--- config.mk ---
export PLATFORM = sky130hd
export DESIGN_NAME = lbs_front
export DESIGN_NICKNAME = d
export VERILOG_FILES = /design/src/design/lbs_pkg.sv /design/src/design/lbs_front.sv
export SDC_FILE = /design/constraint.sdc
export NUM_CORES = 1
export LEC_CHECK = 0
export CAP_MARGIN = 20
export CORE_MARGIN = 2
export CORE_UTILIZATION = 45
export DETAILED_ROUTE_END_ITERATION = 8
export DONT_BUFFER_PORTS = 1
export GPL_TIMING_DRIVEN = 0
export HOLD_SLACK_MARGIN = 0.03
export PLACE_DENSITY_LB_ADDON = 0.08
export SYNTH_ARGS = -nofsm -noshare
export SYNTH_HDL_FRONTEND = slang
export SYNTH_SLANG_ARGS = --single-unit
export TNS_END_PERCENT = 30
--- constraint.sdc ---
create_clock -name aclk -period 7.2 [get_ports aclk]
set_input_delay 0.72 -clock aclk [delete_from_list [all_inputs] [get_ports aclk]]
set_output_delay 0.72 -clock aclk [all_outputs]
set_load 0.02 [all_outputs]
--- src/design/lbs_pkg.sv ---
// shared types, constants and arithmetic helpers of the skinning unit
`timescale 1ns / 1ps
package lbs_pkg;

    localparam int WORDS_PER_BONE = 12;
    localparam int QUEUE_DEPTH    = 4;
    localparam int QPTR_W         = 2;
    localparam int QCNT_W         = 3;

    localparam logic CMD_PALETTE   = 1'b0;
    localparam logic CMD_INFLUENCE = 1'b1;

    // one classified command handed from front to back
    typedef struct packed {
        logic        is_pal;
        logic        pal_ok;
        logic [5:0]  pal_bone;
        logic [3:0]  pal_word;
        logic [31:0] pal_value;
        logic [31:0] pos_x;
        logic [31:0] pos_y;
        logic [31:0] pos_z;
        logic        is_normal;
        logic        usable;
        logic [7:0]  bone;
        logic [15:0] weight;
        logic        last;
    } lbs_cmd_t;

    function automatic logic [31:0] sat32(input logic signed [63:0] v);
        if (v > 64'sd2147483647) begin
            return 32'h7fff_ffff;
        end else if (v < -64'sd2147483648) begin
            return 32'h8000_0000;
        end
        return v[31:0];
    endfunction

    function automatic logic [31:0] sign_sat32(input logic neg, input logic [63:0] q);
        if (neg) begin
            if (q > 64'd2147483648) begin
                return 32'h8000_0000;
            end
            return ~q[31:0] + 32'd1;
        end
        if (q > 64'd2147483647) begin
            return 32'h7fff_ffff;
        end
        return q[31:0];
    endfunction

    function automatic logic [63:0] sat_add64(input logic [63:0] a, input logic [63:0] b);
        logic [63:0] s;
        s = a + b;
        if (a[63] == b[63] && s[63] != a[63]) begin
            return a[63] ? 64'h8000_0000_0000_0000 : 64'h7fff_ffff_ffff_ffff;
        end
        return s;
    endfunction

    function automatic logic [63:0] mag64(input logic [63:0] v);
        return v[63] ? (~v + 64'd1) : v;
    endfunction

    function automatic logic [31:0] mag32(input logic [31:0] v);
        return v[31] ? (~v + 32'd1) : v;
    endfunction

endpackage

--- src/design/lbs_front.sv ---
// input side: classifies each word and queues it for the datapath
`timescale 1ns / 1ps
module lbs_front
    import lbs_pkg::*;
#(
    parameter int MAX_BONES = 64
) (
    input  logic         aclk,
    input  logic         aresetn,
    input  logic         s_tvalid,
    output logic         s_tready,
    input  logic [175:0] s_tdata,
    input  logic [1:0]   s_tuser,
    input  logic         s_tlast,
    input  logic [6:0]   bone_count,
    output logic         q_valid,
    output lbs_cmd_t     q_head,
    input  logic         q_ready
);

    lbs_cmd_t             entry_reg [QUEUE_DEPTH];
    logic [QPTR_W-1:0]    wptr_reg, wptr_next;
    logic [QPTR_W-1:0]    rptr_reg, rptr_next;
    logic [QCNT_W-1:0]    count_reg, count_next;
    lbs_cmd_t             cls;
    logic                 push, pop;

    // field decode and classification
    always_comb begin
        cls.is_pal    = (s_tuser[0] == CMD_PALETTE);
        cls.pal_bone  = s_tdata[5:0];
        cls.pal_word  = s_tdata[9:6];
        cls.pal_value = s_tdata[41:10];
        cls.pos_x     = s_tdata[73:42];
        cls.pos_y     = s_tdata[105:74];
        cls.pos_z     = s_tdata[137:106];
        cls.bone      = s_tdata[145:138];
        cls.weight    = s_tdata[169:154];
        cls.is_normal = s_tuser[1];
        cls.last      = s_tlast;
        cls.pal_ok    = ({3'b0, s_tdata[5:0]} < 9'(MAX_BONES))
                     && (s_tdata[9:6] < 4'(WORDS_PER_BONE));
        cls.usable    = ({1'b0, s_tdata[153:138]} < {10'b0, bone_count})
                     && ({1'b0, s_tdata[153:138]} < 17'(MAX_BONES))
                     && !s_tdata[169] && (s_tdata[169:154] != 16'd0);
    end

    assign s_tready = (count_reg != QCNT_W'(QUEUE_DEPTH));
    assign q_valid  = (count_reg != '0);
    assign q_head   = entry_reg[rptr_reg];
    assign push     = s_tvalid && s_tready;
    assign pop      = q_valid && q_ready;

    always_comb begin
        wptr_next  = push ? wptr_reg + 1'b1 : wptr_reg;
        rptr_next  = pop ? rptr_reg + 1'b1 : rptr_reg;
        count_next = count_reg + QCNT_W'(push) - QCNT_W'(pop);
    end

    always_ff @(posedge aclk) begin
        if (!aresetn) begin
            wptr_reg  <= '0;
            rptr_reg  <= '0;
            count_reg <= '0;
        end else begin
            wptr_reg  <= wptr_next;
            rptr_reg  <= rptr_next;
            count_reg <= count_next;
        end
    end

    always_ff @(posedge aclk) begin
        if (push) begin
            entry_reg[wptr_reg] <= cls;
        end
    end

endmodule

==> run_results.csv <==
group,metric,value,unit
logic_synthesis,synth_area_leaders,"edfxtp_1 (81%), mux4_2 (15%), dfxtp_1 (0.73%), buf_8 (0.60%), ha_1 (0.60%)",
sta,holdWs,218.2,ps
critical_path,end_kind,"output pin",
logic_synthesis,ys_ff_latch,677,
logic_synthesis,yosys.area.top_type,"edfxtp_1",
sta,max_freq,325.3,MHz
routing,drc,0,
logic_synthesis,syn_inst,949,
power_and_ir_drop,finalPower,0.01069,W
logic_synthesis,yosys.area_share.simple,0.7403,%
logic_synthesis,netlist-cell-type-count,31,
layout,largest_reg_flops,668,
placement,gp_congestion,0.6745,
floorplan,dieHeight,239.0,um
critical_path,worstPathRequired,6480,ps
logic_synthesis,yosys_most_used_dff,"edfxtp_1",
floorplan,core,54880,um^2
floorplan,die_area,57100,um^2
placement,portBuffers,0,
logic_synthesis,synth_async_sr_flop_share,0,%
logic_synthesis,synth.avg_cell_area,26.18,um^2
hold_path,hp-class,"primary input to flip-flop",
routing,drt-initial-drc-count,594,
outcome,status,"complete, no violations",
floorplan,die_x,239.0,um
routing,vias_per_cell,5.547,
layout,fillCellCount,4250,
cts,insertion_delay,590,ps
sta,slew_headroom,41.39,%
logic_synthesis,synth_fp_nets,1152,
job,maxCapViolCount,0,
sta,tightest_slew,879.2,ps
sta,setup_ws,4126,ps
layout,fin_area,28240,um^2
sta,rsz0062_at_grt,"false",
floorplan,io_pins,359,
cts,cts_setup_buffers,0,
floorplan,initial_utilization,45.27,%
logic_synthesis,synthXorXnorAreaFrac,0.1763,%
sta,setup_viol,0,
global_routing,grt-ovfl-total,0,
cts,clk_pin_slew,60,ps
critical_path,worstPathMaxFanout,10,
layout,finish.net_count,1237,
cts,cts_htree_levels,3,
layout,final_cells,1790,
cts,numCtsBuffers,71,
global_routing,first_global_vias,10470,
layout,mostFrequentLayoutCells,"edfxtp_1 (668), mux4_2 (167), clkbuf_16 (73)",
sta,drv_slew,0,
cts,hold_buffers,0,
sta,hold_viol_final,0,
cts,cts.sinks,677,
hold_path,whs_path_depth,0,
global_routing,grt_antenna_before_repair,0,
layout,layout-drive-gt1-share,29.10,%
power_and_ir_drop,powerDensity,378.4,nW/um^2
layout,antennaDiodeCount,0,
logic_synthesis,ys_warn_count,0,
cts,clk_path_buf_depth,3,
global_routing,grt_pass1_wl,71310,um
placement,hpwl,31210,um
logic_synthesis,synthAdderAreaFrac,0.6849,%
power_and_ir_drop,leakage,8.750,nW
placement,dp.cells,1665,
placement,place_ws,4657,ps
logic_synthesis,synth_top_family_by_area,"multiplexers",
cts,cts-root-buf,"clkbuf_16",
routing,firstDrtPassIters,4,
global_routing,grt_max_degree,54,
critical_path,worst_ep_arrival_time,2350,ps
placement,placed_cell_area,26070,um^2
logic_synthesis,ys_seq_area_share,81.47,%
layout,layout_commonest_cell,"edfxtp_1",
logic_synthesis,synth_top_area_share,80.74,%
global_routing,track_usage,17.35,%
critical_path,reg2regPathDepth,4,
routing,vias,9929,
logic_synthesis,syn_area,24840,um^2
cts,cts_resized,0,
logic_synthesis,synth_edf_count,668,
sta,finalClockSkew,16.55,ps
routing,drt-total-wl,49230,um
floorplan,row_count,86,
critical_path,critPathLaunchType,"flip-flop",
cts,tritoncts,"yes",
routing,ant_nets,0,
logic_synthesis,muxShareOfSynthArea,15.14,%
sta,period_share,42.69,%
routing,wire_per_inst,27.50,um
layout,areaGrowthSynthToFinish,13.68,%
critical_path,path_class,"flip-flop to output pin",
power_and_ir_drop,vdd_drop_max,0.2039,mV
logic_synthesis,synth_compound_area_share,0.2266,%
sta,min_period,3074,ps
-- worst paths after layout --
check             slack (ps)         start                to
setup / recovery        4130     flip-flop        q_head[98]
hold / removal           220   s_tdata[46]  entry_reg[0][95]
setup reg to reg        4820  count_reg[2]  entry_reg[3][77]
hold reg to reg          510   wptr_reg[1]       wptr_reg[1]
-- cells in the mapped netlist (all sizes together) (2+ instances only) --
| cell type | instances |
|---|---|
| edfxtp | 668 |
| mux4 | 167 |
| buf | 36 |
| ha | 12 |
| inv | 12 |
| dfxtp | 9 |
| and2 | 8 |
| nor4 | 7 |
| and3 | 4 |
| nand2 | 4 |
| xnor2 | 4 |
| a21o | 2 |
| clkbuf | 2 |
| nand4 | 2 |
-- stage by stage --
step	util [%]	TNS, ps
floorplan	-	0
global placement	46.88	-926940
detailed placement	47.50	0
CTS	51.46	0
global route	51.46	0
finish	51.46	0
-- final cells by class --
type | instances | area (um^2) | area share, %
multi-input combinational | 221 | 4235 | 15.00
clock inverter | 31 | 269.0 | 0.9525
inverter | 13 | 50.05 | 0.1772
sequential | 677 | 20240 | 71.66
timing repair buffer | 12 | 322.8 | 1.143
clock buffer | 94 | 1906 | 6.747
buffer | 38 | 339.1 | 1.201
tap | 704 | 880.8 | 3.119
-- logic make-up (layout without fill, tap and decap cells) --
| family | Yosys count | after routing |
|---|---|---|
| mux | 167 | 167 |
| fa+ha+maj | 13 | 13 |
| flops | 677 | 677 |
| compound gates | 7 | 7 |
| buf+inv | 51 | 188 |
| simple gates | 29 | 29 |
| xor+xnor | 5 | 5 |
-- per-layer routing --
metal  wire (um)  global-route usage, %
met1       18990                  21.16
met4         806                  5.189
met2       24320                  27.73
met5           0                      0
met3        5110                  8.037
-- critical path: stages (launching register included) --
cell	delay, ps
dfxtp_1	300
clkbuf_1	220
buf_2	390
buf_2	360
mux4_2	490
-- report_power, final --
group	switching, W	internal [W]	total (W)
clock	0.00144	0.00201	0.00344
combinational	0.00149	0.000875	0.00237
sequential	0.0000795	0.00479	0.00487
Power figures use the tool's default switching activity.
